<file path="src/rtl/fpba_pkg.sv">
// fpba_pkg: shared types and codes for the fit policy block allocator
// holds command/status structs between controller and datapath, mode and register codes
// no dependencies
`default_nettype none

package fpba_pkg;

  // item kinds
  localparam logic KIND_LOAD  = 1'b0;
  localparam logic KIND_ALLOC = 1'b1;

  // fit policy codes (the unused code behaves as first fit)
  localparam logic [1:0] MODE_FIRST = 2'd0;
  localparam logic [1:0] MODE_BEST  = 2'd1;
  localparam logic [1:0] MODE_WORST = 2'd2;

  // configuration register indexes
  localparam logic REG_FIT_MODE      = 1'b0;
  localparam logic REG_BLOCKS_IN_USE = 1'b1;

  localparam int CFG_DATA_W      = 5;
  localparam int AMOUNT_W        = 16;
  localparam int LOAD_IDX_W      = 4;
  localparam int CHOSEN_W        = 4;
  localparam int LEFT_OVER_W     = 16;
  localparam logic [4:0] BLOCKS_IN_USE_RST = 5'd16;

  // controller to datapath
  typedef struct packed {
    logic load;    // write in_amount to the table at in_load_index
    logic start;   // capture request and clear scan state
    logic step;    // advance the table scan
    logic commit;  // charge the chosen entry and load the result register
  } fpba_cmd_t;

  // datapath to controller
  typedef struct packed {
    logic scan_done;  // all scanned entries have been compared
    logic out_free;   // result register can take a new transaction
  } fpba_status_t;

endpackage

`default_nettype wire

</file>
<file path="src/rtl/fpba_ram.sv">
// fpba_ram: generic single write, single read RAM with registered read data
// no dependencies
`default_nettype none

module fpba_ram #(
  parameter int WIDTH = 16,
  parameter int DEPTH = 16,
  parameter int ADDR_W = (DEPTH > 1) ? $clog2(DEPTH) : 1
) (
  input  wire logic              clk,
  input  wire logic              we,
  input  wire logic [ADDR_W-1:0] waddr,
  input  wire logic [WIDTH-1:0]  wdata,
  input  wire logic              re,
  input  wire logic [ADDR_W-1:0] raddr,
  output logic      [WIDTH-1:0]  rdata
);

  logic [WIDTH-1:0] mem [DEPTH];

  // write port
  always_ff @(posedge clk) begin
    if (we) begin
      mem[waddr] <= wdata;
    end
  end

  // registered read port
  always_ff @(posedge clk) begin
    if (re) begin
      rdata <= mem[raddr];
    end
  end

endmodule

`default_nettype wire

</file>
<file path="src/rtl/fpba_ctrl.sv">
// fpba_ctrl: sequencing state machine for loads and allocation requests
// depends on fpba_pkg for command and status types
`default_nettype none

module fpba_ctrl
  import fpba_pkg::*;
(
  input  wire logic         clk,
  input  wire logic         rst_n,
  input  wire logic         in_valid,
  input  wire logic         in_kind,
  output logic              in_stall,
  input  wire fpba_status_t status,
  output fpba_cmd_t         cmd
);

  typedef enum logic [2:0] {
    ST_IDLE  = 3'b001,
    ST_SCAN  = 3'b010,
    ST_WRITE = 3'b100
  } state_t;

  state_t state_r, state_nxt;
  logic   in_take;

  assign in_stall = (state_r != ST_IDLE);
  assign in_take  = in_valid && !in_stall;

  // next state and commands
  always_comb begin
    state_nxt  = state_r;
    cmd        = '0;
    unique case (state_r)
      ST_IDLE: begin
        if (in_valid) begin
          if (in_kind == KIND_ALLOC) begin
            cmd.start = 1'b1;
            state_nxt = ST_SCAN;
          end else begin
            cmd.load = 1'b1;
          end
        end
      end
      ST_SCAN: begin
        cmd.step = 1'b1;
        if (status.scan_done) begin
          state_nxt = ST_WRITE;
        end
      end
      ST_WRITE: begin
        if (status.out_free) begin
          cmd.commit = 1'b1;
          state_nxt  = ST_IDLE;
        end
      end
      default: begin
        state_nxt = ST_IDLE;
      end
    endcase
  end

  // state register
  always_ff @(posedge clk) begin
    if (!rst_n) begin
      state_r <= ST_IDLE;
    end else begin
      state_r <= state_nxt;
    end
  end

  // an accepted request always starts a scan
  a_req_starts_scan: assert property (@(posedge clk) disable iff (!rst_n)
    (in_take && in_kind == KIND_ALLOC) |=> (state_r == ST_SCAN))
    else $error("request accepted without entering scan");

endmodule

`default_nettype wire

</file>
<file path="src/rtl/fpba_dp.sv">
// fpba_dp: free size table, sequential scan compare, charge and result register
// depends on fpba_pkg and fpba_ram
`default_nettype none

module fpba_dp
  import fpba_pkg::*;
#(
  parameter int BLOCKS    = 16,
  parameter int SIZE_BITS = 16
) (
  input  wire logic                   clk,
  input  wire logic                   rst_n,
  input  wire fpba_cmd_t              cmd,
  output fpba_status_t                status,
  input  wire logic [1:0]             fit_mode,
  input  wire logic [CFG_DATA_W-1:0]  blocks_in_use,
  input  wire logic [LOAD_IDX_W-1:0]  in_load_index,
  input  wire logic [AMOUNT_W-1:0]    in_amount,
  output logic                        out_valid,
  input  wire logic                   out_stall,
  output logic                        out_granted,
  output logic [CHOSEN_W-1:0]         out_chosen_block,
  output logic [LEFT_OVER_W-1:0]      out_left_over
);

  localparam int IDX_W = (BLOCKS > 1) ? $clog2(BLOCKS) : 1;
  localparam int CNT_W = $clog2(BLOCKS + 1);

  // request context
  logic [SIZE_BITS-1:0] amount_r, amount_nxt;
  logic [CNT_W-1:0]     limit_r, limit_nxt;
  logic [1:0]           mode_r, mode_nxt;

  // scan state
  logic [CNT_W-1:0]     cnt_r, cnt_nxt;
  logic                 rd_pend_r, rd_pend_nxt;
  logic [IDX_W-1:0]     rd_idx_r, rd_idx_nxt;
  logic                 found_r, found_nxt;
  logic [IDX_W-1:0]     best_idx_r, best_idx_nxt;
  logic [SIZE_BITS-1:0] best_val_r, best_val_nxt;

  // result register
  logic                   out_valid_r, out_valid_nxt;
  logic                   out_granted_r, out_granted_nxt;
  logic [CHOSEN_W-1:0]    out_chosen_r, out_chosen_nxt;
  logic [LEFT_OVER_W-1:0] out_left_r, out_left_nxt;

  // table ports
  logic                 ram_we;
  logic [IDX_W-1:0]     ram_waddr;
  logic [SIZE_BITS-1:0] ram_wdata;
  logic                 ram_re;
  logic [SIZE_BITS-1:0] ram_rdata;

  logic                 load_ok;
  logic                 fits;
  logic                 better;
  logic [SIZE_BITS-1:0] charged;

  fpba_ram #(
    .WIDTH (SIZE_BITS),
    .DEPTH (BLOCKS),
    .ADDR_W(IDX_W)
  ) u_table (
    .clk  (clk),
    .we   (ram_we),
    .waddr(ram_waddr),
    .wdata(ram_wdata),
    .re   (ram_re),
    .raddr(cnt_r[IDX_W-1:0]),
    .rdata(ram_rdata)
  );

  assign load_ok = (32'(in_load_index) < BLOCKS);
  assign charged = best_val_r - amount_r;

  // table write: either a load or the charge of the chosen entry
  always_comb begin
    ram_we    = 1'b0;
    ram_waddr = IDX_W'(in_load_index);
    ram_wdata = SIZE_BITS'(in_amount);
    if (cmd.load) begin
      ram_we = load_ok;
    end else if (cmd.commit) begin
      ram_we    = found_r;
      ram_waddr = best_idx_r;
      ram_wdata = charged;
    end
  end

  // fit compare on the entry read last cycle
  always_comb begin
    fits   = (ram_rdata >= amount_r);
    better = 1'b0;
    case (mode_r)
      MODE_BEST:  better = (ram_rdata < best_val_r);
      MODE_WORST: better = (ram_rdata > best_val_r);
      default:    better = 1'b0;
    endcase
  end

  // scan sequencing and pick tracking
  always_comb begin
    amount_nxt   = amount_r;
    limit_nxt    = limit_r;
    mode_nxt     = mode_r;
    cnt_nxt      = cnt_r;
    rd_pend_nxt  = 1'b0;
    rd_idx_nxt   = rd_idx_r;
    found_nxt    = found_r;
    best_idx_nxt = best_idx_r;
    best_val_nxt = best_val_r;
    ram_re       = 1'b0;
    if (cmd.start) begin
      amount_nxt = SIZE_BITS'(in_amount);
      mode_nxt   = fit_mode;
      if (32'(blocks_in_use) > BLOCKS) begin
        limit_nxt = CNT_W'(BLOCKS);
      end else begin
        limit_nxt = CNT_W'(blocks_in_use);
      end
      cnt_nxt   = '0;
      found_nxt = 1'b0;
    end else if (cmd.step) begin
      if (cnt_r < limit_r) begin
        ram_re      = 1'b1;
        rd_pend_nxt = 1'b1;
        rd_idx_nxt  = cnt_r[IDX_W-1:0];
        cnt_nxt     = cnt_r + 1'b1;
      end
      if (rd_pend_r && fits && (!found_r || better)) begin
        found_nxt    = 1'b1;
        best_idx_nxt = rd_idx_r;
        best_val_nxt = ram_rdata;
      end
    end
  end

  // result register: holds a transaction until the consumer takes it
  always_comb begin
    out_valid_nxt   = out_valid_r && out_stall;
    out_granted_nxt = out_granted_r;
    out_chosen_nxt  = out_chosen_r;
    out_left_nxt    = out_left_r;
    if (cmd.commit) begin
      out_valid_nxt   = 1'b1;
      out_granted_nxt = found_r;
      out_chosen_nxt  = found_r ? CHOSEN_W'(best_idx_r) : '0;
      out_left_nxt    = found_r ? LEFT_OVER_W'(charged) : '0;
    end
  end

  always_ff @(posedge clk) begin
    if (!rst_n) begin
      rd_pend_r   <= 1'b0;
      found_r     <= 1'b0;
      cnt_r       <= '0;
      out_valid_r <= 1'b0;
    end else begin
      rd_pend_r   <= rd_pend_nxt;
      found_r     <= found_nxt;
      cnt_r       <= cnt_nxt;
      out_valid_r <= out_valid_nxt;
    end
  end

  always_ff @(posedge clk) begin
    amount_r      <= amount_nxt;
    limit_r       <= limit_nxt;
    mode_r        <= mode_nxt;
    rd_idx_r      <= rd_idx_nxt;
    best_idx_r    <= best_idx_nxt;
    best_val_r    <= best_val_nxt;
    out_granted_r <= out_granted_nxt;
    out_chosen_r  <= out_chosen_nxt;
    out_left_r    <= out_left_nxt;
  end

  assign status.scan_done = (cnt_r >= limit_r) && !rd_pend_r;
  assign status.out_free  = !out_valid_r || !out_stall;

  assign out_valid        = out_valid_r;
  assign out_granted      = out_granted_r;
  assign out_chosen_block = out_chosen_r;
  assign out_left_over    = out_left_r;

  // every compared entry lies inside the scan window
  a_read_in_window: assert property (@(posedge clk) disable iff (!rst_n)
    rd_pend_r |-> (32'(rd_idx_r) < 32'(limit_r)))
    else $error("table read outside the scan window");

  // a granted pick lies inside the window and covers the request
  a_pick_in_window: assert property (@(posedge clk) disable iff (!rst_n)
    (cmd.commit && found_r) |-> (32'(best_idx_r) < 32'(limit_r)))
    else $error("chosen block outside the scan window");

  a_pick_fits: assert property (@(posedge clk) disable iff (!rst_n)
    (cmd.commit && found_r) |-> (best_val_r >= amount_r))
    else $error("chosen block smaller than the request");

endmodule

`default_nettype wire

</file>
<file path="src/rtl/fit_policy_block_allocator.sv">
// fit_policy_block_allocator: first, best and worst fit allocator over a table of free sizes
// a load transaction gives no result
// a request scans N = min(blocks_in_use, BLOCKS) table entries before its result is written out:
// N table reads, one compare of the last entry read, a step to close the scan, one write back
// the input stalls from a request's acceptance until its result is written; a held result stalls no load
// reset is synchronous active low: config returns to first fit over 16 blocks, table is not cleared
`default_nettype none

module fit_policy_block_allocator
  import fpba_pkg::*;
#(
  parameter int BLOCKS    = 16,
  parameter int SIZE_BITS = 16
) (
  input  wire logic                  clk,
  input  wire logic                  rst_n,
  // configuration port
  input  wire logic                  cfg_we,
  input  wire logic                  cfg_index,
  input  wire logic [CFG_DATA_W-1:0] cfg_data,
  // input channel
  input  wire logic                  in_valid,
  output logic                       in_stall,
  input  wire logic                  in_kind,
  input  wire logic [LOAD_IDX_W-1:0] in_load_index,
  input  wire logic [AMOUNT_W-1:0]   in_amount,
  // result channel
  output logic                       out_valid,
  input  wire logic                  out_stall,
  output logic                       out_granted,
  output logic [CHOSEN_W-1:0]        out_chosen_block,
  output logic [LEFT_OVER_W-1:0]     out_left_over
);

  logic [1:0]            fit_mode_r;
  logic [CFG_DATA_W-1:0] blocks_in_use_r;
  fpba_cmd_t             cmd;
  fpba_status_t          status;

  // configuration registers
  always_ff @(posedge clk) begin
    if (!rst_n) begin
      fit_mode_r      <= MODE_FIRST;
      blocks_in_use_r <= BLOCKS_IN_USE_RST;
    end else if (cfg_we) begin
      unique case (cfg_index)
        REG_FIT_MODE:      fit_mode_r      <= cfg_data[1:0];
        REG_BLOCKS_IN_USE: blocks_in_use_r <= cfg_data;
        default:           fit_mode_r      <= fit_mode_r;
      endcase
    end
  end

  fpba_ctrl u_ctrl (
    .clk     (clk),
    .rst_n   (rst_n),
    .in_valid(in_valid),
    .in_kind (in_kind),
    .in_stall(in_stall),
    .status  (status),
    .cmd     (cmd)
  );

  fpba_dp #(
    .BLOCKS   (BLOCKS),
    .SIZE_BITS(SIZE_BITS)
  ) u_dp (
    .clk             (clk),
    .rst_n           (rst_n),
    .cmd             (cmd),
    .status          (status),
    .fit_mode        (fit_mode_r),
    .blocks_in_use   (blocks_in_use_r),
    .in_load_index   (in_load_index),
    .in_amount       (in_amount),
    .out_valid       (out_valid),
    .out_stall       (out_stall),
    .out_granted     (out_granted),
    .out_chosen_block(out_chosen_block),
    .out_left_over   (out_left_over)
  );

endmodule

`default_nettype wire

</file>
<file path="config.mk">
export PLATFORM = sky130hd
export DESIGN_NAME = fit_policy_block_allocator
export DESIGN_NICKNAME = d
export VERILOG_FILES = /design/src/rtl/fpba_pkg.sv /design/src/rtl/fpba_ram.sv /design/src/rtl/fpba_ctrl.sv /design/src/rtl/fpba_dp.sv /design/src/rtl/fit_policy_block_allocator.sv
export SDC_FILE = /design/constraint.sdc
export NUM_CORES = 1
export LEC_CHECK = 0
export BUFFER_PORTS_ARGS = -buffer_cell sky130_fd_sc_hd__buf_2
export CAP_MARGIN = 20
export CORE_AREA = 2 2 177 179
export DETAILED_ROUTE_END_ITERATION = 8
export DIE_AREA = 0 0 179 181
export GPL_ROUTABILITY_DRIVEN = 0
export PLACE_DENSITY = 0.76
export RECOVER_POWER = 50
export SKIP_CTS_REPAIR_TIMING = 1
export SYNTH_ARGS = -nofsm -noshare
export SYNTH_HDL_FRONTEND = slang
export SYNTH_SLANG_ARGS = --single-unit
</file>
<file path="constraint.sdc">
create_clock -name clk -period 9.7 [get_ports clk]
set_input_delay 0.97 -clock clk [delete_from_list [all_inputs] [get_ports clk]]
set_output_delay 0.97 -clock clk [all_outputs]
set_load 0.05 [all_outputs]
</file>
# After elaboration in Yosys (flattened, before gate mapping)
# Memory sizes are Yosys's and may differ from the RTL's. A register that Yosys moved wholly into a read port is not among the register bits.
# Index checks and enable logic that the tools add are counted.
[word_totals]
register_bits = 86
mem_bits_rw = 256
output_inout_bits = 23
mem_count = 1
[mem_list]
columns = ["name", "words", "word_bits", "read_ports", "rd_clocked_by_memory_dff", "write_ports", "line", "text"]
rows = [
  ["u_dp.u_table.mem", 16, 16, 1, 1, 1, "fpba_ram.sv:19", "logic [WIDTH-1:0] mem [DEPTH];"],
]
[op_classes]
add_sub_neg = 2
magnitude_cmp = 6
n_eq_ne = 10
muxes = 25
bitwise_logic = 3
reduce_logical = 18
[op_table]
columns = ["operator", "n"]
rows = [
  ["16-bit two-way mux", 2],
  ["16-bit >= comparator", 1],
  ["16-bit greater-than comparator", 1],
  ["16-bit < comparator", 1],
  ["16-bit subtractor", 1],
  ["1-bit two-way mux", 13],
  ["3-bit two-way mux", 4],
  ["3-bit one-hot mux with 3 select lines", 1],
  ["4-bit two-way mux", 2],
  ["2-bit inequality test, second input constant", 4],
  ["2-bit AND reduction", 4],
  ["3-bit AND reduction", 2],
  ["5-bit by 1-bit adder with 5-bit output, second input constant", 1],
  ["5-bit >= comparator", 1],
  ["5-bit greater-than comparator, second input constant", 1],
  ["5-bit < comparator", 1],
  ["1-bit logical AND", 4],
  ["1-bit zero test", 4],
  ["2-bit two-way mux", 2],
  ["4-bit AND reduction", 1],
  ["3-bit by 1-bit equality test with 1-bit output, second input constant", 1],
  ["3-bit by 2-bit equality test with 1-bit output, second input constant", 1],
  ["3-bit equality test, second input constant", 1],
  ["3-bit by 1-bit inequality test with 1-bit output, second input constant", 1],
  ["6 further kinds", 9],
]

# Logic depth before layout (Yosys ltp)
# Gate-level depths: netlist of run 1.
[logic_depth]
depth_word = 8
depth_mapped = 12

# Hierarchy
# A second synthesis of run 1 with hierarchy kept.
[unflattened]
cells_unflattened = 917
area_unflattened_um2 = 15220.8
[by_module_without_submodules]
columns = ["mod", "n_inst", "cells_each", "area_per_inst_um2", "seq_area_each_um2"]
rows = [
  ["fpba_ram", 1, 432, 10202.3, 8167.8],
  ["fpba_dp", 1, 437, 4563.1, 2202.1],
  ["fit_policy_block_allocator", 1, 30, 271.5, 140.1],
  ["fpba_ctrl", 1, 18, 183.9, 60.1],
]

# Least setup slack after synthesis of run 1
# Ideal clock, no wire load.
[synth_timing]
path_kind = "register to register"
start = "register u_dp.u_table.rdata[15], read port of u_dp.u_table.mem"
end = "register u_dp.best_idx_r[0], enable pin"
setup_time_ns = 0.431
arrival_time_ns = 3.056
required_ns = 9.269
setup_slack_ns = 6.213
stages_incl_launch_ff = 7
period_less_slack_ns = 3.487
cell_sequence = "edfxtp_1 -> ha_1 -> nand4_1 -> nor3_1 -> a21oi_1 -> a31o_2 -> a221oi_1"
[synth_between]
elab_chain_cells = 5
elab_cells_between_ends = 8
cone_classes = "order compare (3); mux (1); reduce/logical (4)"
[synth_lines]
columns = ["element", "line", "text"]
rows = [
  ["from (decl)", "fpba_ram.sv:16", "output logic [WIDTH-1:0] rdata"],
  ["16-bit greater-than comparator / 16-bit < comparator (equally long branches)", "fpba_dp.sv:97, fpba_dp.sv:96", ""],
  ["1-bit one-hot mux with 2 select lines", "fpba_dp.sv:95", "case (mode_r)"],
  ["1-bit logical OR", "fpba_dp.sv:131", "if (rd_pend_r && fits && (!found_r || better)) begin"],
  ["1-bit logical AND *", "fpba_dp.sv:131", ""],
  ["3-bit AND reduction (no line) *", "n/a", ""],
  ["to (signal assigned)", "fpba_dp.sv:172", "best_idx_r <= best_idx_nxt;"],
  ["to (decl)", "fpba_dp.sv:39", "logic [IDX_W-1:0] best_idx_r, best_idx_nxt;"],
]
# Mark *: on every way between the ends. The rest lies on a longest branch, timed or not.
# A chain may end at the register's enable or synchronous reset.

# Worst setup path after layout of run 1
[layout_timing]
start = "register u_dp.cnt_r[1]"
end = "register u_dp.cnt_r[3]"
[layout_between]
elab_chain_cells = 2
elab_cells_between_ends = 3
cone_classes = "add/sub (1); order compare (1); reduce/logical (1)"
[layout_lines]
columns = ["element", "line", "text"]
rows = [
  ["from (decl)", "fpba_dp.sv:35", "logic [CNT_W-1:0] cnt_r, cnt_nxt;"],
  ["from (signal assigned)", "fpba_dp.sv:162", "cnt_r <= cnt_nxt;"],
  ["5-bit < comparator", "fpba_dp.sv:125", "if (cnt_r < limit_r) begin"],
  ["2-bit AND reduction (no line)", "n/a", ""],
]
# Several ways; a longest one is shown, not always the timed one.

==> results.yml, run 1 <==
status:
  status: "complete, but fails checks"
  violations: "max-capacitance violations, max-slew violations"
worst_hold_path:
  whs_path_depth: 0
  hp-class: "reg -> reg"
  min-delay-start: "u_dp.rd_idx_r[1]"
  hold_end: "u_dp.best_idx_r[1]"
pwr:
  p_per_area_mw_per_mm2: 184
  peakVddDrop_mv: 0.108
  fin_total_pwr_mw: 3.11
  power_leakage_nw: 5.63
global_route:
  antenna_found_initial: 0
  grt_pass1_vias: 7881
  grt_max_degree: 70
  globalRoute.totalOverflow: 0
  grt_pass1_wl_um: 46900
  gr-usage-all-layers_pct: 19.1
drt:
  drt_first_pass_iters: 5
  wl_per_cell_um: 22.3
  via_count: 7832
  drtIter0Drc: 1030
  wirelength_um: 30200
  ant_nets: 0
  viasPerCell: 5.79
  drc: 0
timing:
  fin_setup_tns_ps: 0
  slew_viol_final: 118
  hold_violations: 0
  rsz0062_at_grt: "false"
  setup_violations: 0
  finClkSkew_ps: 15.6
  post-route-min-period_ps: 5340
  worst_slew_pin_slew_ps: 4200
  hold_slack_ps: 424
  relSlewSlack_pct: -180
  timing.final.ws_setup_ps: 4360
  finalCritPeriodShare_pct: 55.1
  max_freq_mhz: 187
die:
  io_pins: 55
  die-area_sq_mm: 0.0324
  die_h_um: 181
  die_x_um: 179
  start_util_pct: 49.7
  rows: 64
  core_region_area_sq_mm: 0.0303
logic_synthesis:
  synth_adder_area_share_pct: 4.69
  synth_compound_area_share_pct: 3.76
  muxShareOfSynthArea_pct: 12.7
  ys_seq_area_share_pct: 70.1
  synth.ff_latch_count: 358
  synth_edf_count: 340
  avgSynthCellArea_sq_um: 17.7
  synth_xor_area_share_pct: 0.987
  netlist_area_sq_mm: 0.0151
  ys_types: 57
  synth_top_family_by_area: "multiplexers"
  syn_nets: 941
  yosys_warnings: 0
  syn_inst: 853
  async_reset_ff_share_pct: 0
  synth_ff_type: "edfxtp_1"
  yosys.area_share.simple_pct: 5.43
critical_path:
  r2r_start: "u_dp.cnt_r[1]"
  worstPathMaxFanout: 69
  cp.buffers_inverters: 1
  max_stage_delay_ps: 2920
  worstRegToRegCells: 8
  cp.arrival_ps: 5790
  r2r_end: "u_dp.cnt_r[3]"
  critPathRequiredTime_ps: 10140
  cp.depth: 8
  path_cells: "clkbuf_1 -> ha_1 -> nor2b_1 -> o21ai_0 -> and3_1 -> nand4_1 -> xor2_1 -> nor2_1"
  critical-path-top-delay-family: "buffers and inverters"
  endpoint_kind: "register"
  cp_slowest_cell: "clkbuf_1"
  criticalPathCategory: "reg -> reg"
  ff2ff_setup_slack_ps: 4360
  crit_path_start_kind: "register"
finish:
  final_cells: 1353
  antenna_cells: 0
  nFillCells: 2274
  drive_above_1_share_pct: 18.0
  area_growth_pct: 11.9
  layout_common_cells: "edfxtp_1, mux4_2, ha_1, inv_1, clkbuf_1"
  multi_input_area_sq_mm: 0.00417
  final_nets: 1024
  regArea_sq_mm: 0.0106
  final_common_cell: "edfxtp_1"
clock_tree:
  cts_tree: "yes"
  cts_root_buffer: "clkbuf_16"
  clk-insertion-delay-late_ps: 510
  clk_pin_slew_ps: 60
  cts_max_path_buffers: 3
  htreeDepth: 2
  cts_made_buffers: 36
  clock_sinks: 358
job:
  max-cap-violations: 3
placement:
  place_ws_ps: 5800
  hpwl_um: 20400
  dp_cells: 1293
  portBuffers: 54
[kinds of logic (layout without fill, tap and decap cells)]
logic type / after synthesis / after routing
xor gates and xnor gates: 17 / 17
muxes: 91 / 91
adders and majority gates: 56 / 56
DFF: 358 / 358
AOI/OAI and AO/OA: 89 / 89
buffers and inverters: 79 / 183
and+or+nand+nor: 163 / 163
[cells in the mapped netlist (2+ instances only)]
cell type  count  share of area (%)
or3_1          2              0.083
nand2b_1      12               0.50
o211ai_1       6               0.30
a21o_1         4               0.20
a21oi_1       29               0.96
a31oi_1        5               0.21
nor2_1        38               0.95
o21a_1         4               0.20
nor2b_1        9               0.37
edfxtp_1     340                 68
buf_2          8               0.27
and3_1         5               0.21
xor2_1         9               0.52
inv_1         51                1.3
buf_1          4              0.099
a211oi_1       3               0.15
or4_1          2              0.099
a22oi_1        2              0.099
mux2i_1        4               0.27
mux4_2        80                 12
nor3_1         7               0.23
nor3b_1        2              0.099
buf_6          3               0.22
o21ai_0       16               0.53
o31ai_1        2              0.099
ha_1          55                4.6
a21boi_0       6               0.30
dfxtp_1       18                2.4
mux2_2         7               0.52
xnor2_1        8               0.46
nand2_1       42                1.0
clkbuf_1      10               0.25
buf_8          2               0.20
nand3_1       13               0.43
nand4_1        7               0.29
and2_1        17               0.70
[layer usage]
layer | global-route usage [%] | vias up | part of all wire (%)
li1 | - | 3516 | -
met1 | 28.6 | 3969 | 44
met2 | 29.9 | 307 | 48
met3 | 2.95 | 40 | 6.7
met4 | 4.10 | 0 | 1.7
met5 | 0 | - | 0
[how the worst max path moves through the flow]
stage / startpoint / end / slack [ps]
after CTS: u_ctrl.state_r[2] / u_dp.u_table.mem[10][8] / 6150
after global routing: u_dp.cnt_r[1] / u_ctrl.state_r[1] / 3980
final: u_dp.cnt_r[1] / u_dp.cnt_r[3] / 4360
after global placement: out_stall / u_dp.u_table.mem[11][1] / 5940
after detailed placement: out_stall / u_dp.u_table.mem[10][1] / 5800
after floorplan: u_dp.u_table.rdata[15] / u_dp.best_idx_r[0] / 6210
[stage by stage]
stage / instance area (sq um) / utilization (%)
floorplan: 15100 / -
detailed placement: 15900 / 52.2
global placement: 15900 / 52.2
finish: 16900 / 55.6
CTS: 17000 / 55.9
global route: 16900 / 55.6
[sequential cells by signal, indices dropped and copies added (netlist names)]
register               cells
u_dp.u_table.mem         256
u_dp.amount_r             16
u_dp.best_val_r           16
u_dp.out_left_over        16
u_dp.u_table.rdata        16
blocks_in_use_r            5
u_dp.cnt_r                 5
u_dp.limit_r               5
u_dp.best_idx_r            4
u_dp.out_chosen_block      4
u_dp.rd_idx_r              4
u_ctrl.state_r             3
fit_mode_r                 2
u_dp.mode_r                2
u_dp.found_r               1
u_dp.out_granted           1
u_dp.out_valid             1
u_dp.rd_pend_r             1
[layout make-up]
type,count,area share (%)
Multi-Input combinational cell,416,24.7
Timing Repair Buffer,72,2.10
Sequential cell,358,62.6
Tap cell,396,2.93
Clock inverter,16,0.889
Clock buffer,43,5.62
Inverter,52,1.16
[power by group]
| part | internal [mW] | switching [mW] | total, mW |
|---|---|---|---|
| registers | 1.70 | 0.00523 | 1.71 |
| clock network | 0.773 | 0.544 | 1.32 |
| logic | 0.0281 | 0.0615 | 0.0896 |
| total | 2.50 | 0.611 | 3.11 |
(Power assumes the default switching activity.)
==> run 2, diff against run 1 <==
Clock period 9.7 ns to 5.5 ns, I/O delays scaled along.
==> results.yml, run 2 (same netlist as run 1, synthesis figures left out) <==
finish:
  final_nets: 1024
  layout_common_cells: "edfxtp_1, mux4_2, ha_1, clkbuf_1, inv_1"
  final_common_cell: "edfxtp_1"
  area_growth_pct: 12.4
  antenna_cells: 0
  largest_reg_flops: 256
  regMostFlops: "u_dp.u_table.mem"
  drive_above_1_share_pct: 17.8
timing:
  relSlewSlack_pct: -31.1
  timing.final.ws_setup_ps: 1200
  fin_setup_tns_ps: 0
  setup_violations: 0
  finalCritPeriodShare_pct: 78.2
  slew_viol_final: 120
  max_freq_mhz: 232
  rsz0062_at_grt: "false"
  hold_violations: 0
  worst_slew_pin_slew_ps: 1970
  finClkSkew_ps: 24.0
  post-route-min-period_ps: 4300
global_route:
  antenna_found_initial: 0
  grt_pass1_vias: 8063
  gr-usage-all-layers_pct: 19.6
  grt_max_degree: 53
  grt_pass1_wl_um: 47500
  globalRoute.totalOverflow: 0
status:
  status: "complete, but fails checks"
  violations: "max-capacitance violations, max-slew violations"
die:
  io_pins: 55
  die_h_um: 181
  rows: 64
  core_region_area_sq_mm: 0.0303
  start_util_pct: 49.7
  die-area_sq_mm: 0.0324
  die_x_um: 179
drt:
  viasPerCell: 5.80
  drc: 0
  drtIter0Drc: 701
  via_count: 7877
  wl_per_cell_um: 22.7
  drt_first_pass_iters: 5
  ant_nets: 0
  wirelength_um: 30800
placement:
  portBuffers: 54
  place_ws_ps: 1920
  hpwl_um: 20700
pwr:
  power_leakage_nw: 5.65
  swShare_pct: 20.2
  fin_total_pwr_mw: 5.59
  p_switching_mw: 1.13
  peakVddDrop_mv: 0.236
  p_per_area_mw_per_mm2: 329
  intPower_mw: 4.46
  combPwrFrac_pct: 2.8
  pwr-share-clk_pct: 43.3
  power_frac_seq_pct: 53.9
worst_hold_path:
  hp-class: "in -> reg"
  whs_path_depth: 1
clock_tree:
  cts_tree: "yes"
  clk-insertion-delay-late_ps: 530
  htreeDepth: 2
  cts_made_buffers: 36
  cts_max_path_buffers: 3
  cts_root_buffer: "clkbuf_16"
  clock_sinks: 358
  clk_pin_slew_ps: 60
critical_path:
  worstPathMaxFanout: 36
  worstRegToRegCells: 3
  critPathRequiredTime_ps: 5740
  cp.arrival_ps: 4550
  endpoint_kind: "register"
  criticalPathCategory: "reg -> reg"
  crit_path_start_kind: "register"
job:
  max-cap-violations: 4
## run 2: cell types whose count changed in the layout (fill, tap and decap cells not counted), sizes merged
cell	before	now
buf	29	28
bufinv	3	4
clkbuf	86	88
clkinv	13	15
clkinvlp	0	1
inv	52	53
## run 2: routing by layer
| metal | track usage (%) | wire [um] | up-vias |
|---|---|---|---|
| met5 | 0 | 0 | - |
| met4 | 5.76 | 759 | 0 |
| met3 | 3.18 | 1890 | 44 |
| met2 | 30.9 | 14800 | 279 |
| met1 | 28.3 | 13400 | 4030 |
| li1 | - | - | 3524 |
## run 2: worst paths after layout
check / start / to / slack, ps
hold / removal: in_amount[7] / u_dp.amount_r[7] / 230
setup / recovery: u_dp.cnt_r[1] / u_dp.u_table.rdata[4] / 1200
hold reg to reg: u_dp.rd_idx_r[3] / u_dp.best_idx_r[3] / 430
setup reg to reg: u_dp.cnt_r[1] / u_dp.u_table.rdata[4] / 1200
## run 2: final cells by class
type | instances | area, sq um
Clock inverter | 21 | 241
Multi-Input combinational cell | 416 | 4170
Fill cell | 2311 | 13400
Clock buffer | 44 | 931
Timing Repair Buffer | 72 | 353
Inverter | 52 | 195
Sequential cell | 358 | 10600
Tap cell | 396 | 495
## run 2: worst max-delay path, cell delays in order (launching register included)
cell and delay [ps]:
dfxtp_1 1490, clkbuf_1 1490, mux4_2 510, mux4_2 520
## run 2: power by group through the flow
stage | Clock, mW | Sequential, mW | Combinational, mW
6_report | 2.42 | 3.01 | 0.158
5_1_grt | 2.56 | 3.01 | 0.175
4_1_cts | 2.46 | 3.01 | 0.160
3_5_place_dp | 0 | 3.07 | 0.159
3_3_place_gp | 0 | 3.07 | 0.152
2_1_floorplan | 0 | 3.06 | 0.0969
## run 2: through the flow
| step | cell area, sq um | util [%] | cells | hold slack, ps |
|---|---|---|---|---|
| 6_report | 17000 | 55.9 | 1359 | 226 |
| 5_1_grt | 17000 | 55.9 | 1359 | 211 |
| 4_1_cts | 17000 | 56.1 | 1358 | 209 |
| 3_5_place_dp | 15900 | 52.2 | 1293 | 407 |
| 3_3_place_gp | 15800 | 52.2 | 1292 | 406 |
| 2_1_floorplan | 15100 | - | 853 | 400 |
==> run 3, diff against run 2 <==
Clock period 5.5 ns to 4.4 ns, I/O delays scaled along.
==> results.yml, run 3 (same netlist as run 1, synthesis figures left out) <==
status:
  status: "complete, but fails checks"
  violations: "max-capacitance violations, max-slew violations"
die:
  rows: 64
  io_pins: 55
  die_h_um: 181
  core_region_area_sq_mm: 0.0303
  die_x_um: 179
  start_util_pct: 49.7
  die-area_sq_mm: 0.0324
clock_tree:
  clk-insertion-delay-late_ps: 520
  cts_tree: "yes"
  clock_sinks: 358
  cts_root_buffer: "clkbuf_16"
  cts_max_path_buffers: 3
  cts_made_buffers: 37
  clk_pin_slew_ps: 60
  htreeDepth: 2
timing:
  max_freq_mhz: 272
  rsz0062_at_grt: "false"
  finalCritPeriodShare_pct: 83.5
  setup_violations: 0
  worst_slew_pin_slew_ps: 1900
  finClkSkew_ps: 19.9
  timing.final.ws_setup_ps: 724
  post-route-min-period_ps: 3680
  hold_violations: 0
  fin_setup_tns_ps: 0
  hold_slack_ps: 112
  slew_viol_final: 49
  relSlewSlack_pct: -26.9
global_route:
  met1_usage_pct: 28.4
  gr-usage-all-layers_pct: 20.8
  grt_max_degree: 35
  globalRoute.totalOverflow: 0
  antenna_found_initial: 0
  grt_pass1_vias: 8109
  gr-max-usage-layer: "met2"
  use_met2_pct: 35.1
  use_met3_pct: 3.03
  grt_pass1_wl_um: 49500
drt:
  drtIter0Drc: 648
  drc: 0
  wirelength_um: 32700
  drt_first_pass_iters: 5
  ant_nets: 0
  wl_per_cell_um: 23.9
  viasPerCell: 5.85
  via_count: 8003
critical_path:
  cp.arrival_ps: 3910
  crit_top_cell: "mux4_2"
  path_cells: "clkbuf_1 -> mux4_2 -> mux4_2"
  r2r_start: "u_dp.cnt_r[1]"
  critPathRequiredTime_ps: 4640
  worstRegToRegCells: 3
  worstPathMaxFanout: 26
  r2r_end: "u_dp.u_table.rdata[13]"
  criticalPathCategory: "reg -> reg"
  crit_path_start_kind: "register"
  max_stage_delay_ps: 1210
  cp.buffers_inverters: 1
  cp_slowest_cell: "clkbuf_1"
  critical-path-top-delay-family: "buffers and inverters"
  ff2ff_setup_slack_ps: 720
  endpoint_kind: "register"
worst_hold_path:
  whs_path_depth: 1
  min-delay-start: "in_amount[9]"
  hp-class: "in -> reg"
  hold_end: "u_dp.amount_r[9]"
pwr:
  power_frac_seq_pct: 52.7
  swShare_pct: 19.5
  power_leakage_nw: 5.70
  p_per_area_mw_per_mm2: 419
  peakVddDrop_mv: 0.278
  intPower_mw: 5.75
  p_switching_mw: 1.39
  combPwrFrac_pct: 2.8
  pwr-share-clk_pct: 44.6
  fin_total_pwr_mw: 7.15
finish:
  final_cells: 1368
  drive_above_1_share_pct: 18.4
  regMostFlops: "u_dp.u_table.mem"
  stdcell_area_sq_mm: 0.0171
  largest_reg_flops: 256
  fin_util_pct: 56.2
  final_nets: 1034
  layout_common_cells: "edfxtp_1, mux4_2, clkbuf_1, ha_1, inv_1"
  antenna_cells: 0
  area_growth_pct: 13.1
  final_common_cell: "edfxtp_1"
job:
  max-cap-violations: 2
placement:
  dp_cells: 1302
  place_area_sq_mm: 0.0159
  place_ws_ps: 1240
  portBuffers: 54
  hpwl_um: 21300
## run 3: cell types whose count changed in the layout (fill, tap and decap cells not counted), moves of 2 or more
cell       delta
and2_0        -3
and2_1        +3
clkbuf_1      +5
clkbuf_16     +3
clkbuf_8      +2
clkinv_1      +2
clkinv_8      -3
mux2_1        -3
mux2_2        +3
## run 3: worst reg2reg max path, delay by kind of cell (launching register included)
| family | cells | cell delay, ps |
|---|---|---|
| buffers and inverters | 1 | 1230 |
| multiplexers | 2 | 1040 |
| flip-flops | 1 | 1130 |
## run 3: power groups by stage
stage                     combinational, mW  sequential, mW  clock (mW)
final                                 0.199            3.76        3.18
after global routing                  0.217            3.76        3.36
after CTS                             0.203            3.76        3.23
after detailed placement              0.201            3.83           0
after global placement                0.194            3.83           0
after floorplan                       0.121            3.83           0
## run 3: metal layers
layer	routed length (um)	share of wire, %
met4	782	2.4
met1	13500	41
met2	16400	50
met3	2050	6.3
met5	0	0
## run 3: how the worst max path moves through the flow
stage / endpoint / slack, ps / cells past startpoint / from
after floorplan: u_dp.best_idx_r[0] / 910 / 6 / u_dp.u_table.rdata[15]
after global placement: u_dp.u_table.mem[14][1] / 1340 / 7 / u_ctrl.state_r[2]
after detailed placement: u_dp.u_table.mem[14][1] / 1240 / 7 / u_ctrl.state_r[2]
after CTS: u_dp.u_table.mem[14][1] / 1200 / 7 / u_ctrl.state_r[2]
after global routing: u_dp.u_table.mem[8][4] / 550 / 7 / u_ctrl.state_r[2]
final: u_dp.u_table.rdata[13] / 720 / 3 / u_dp.cnt_r[1]
## run 3: cell type report
class                      count  area, sq um
fill                        2247        13300
sequential                   358        10600
multi-input combinational    416         4180
clock buffer                  45         1020
tap                          396          495
timing repair buffer          81          367
clock inverter                20          225
inverter                      52          195
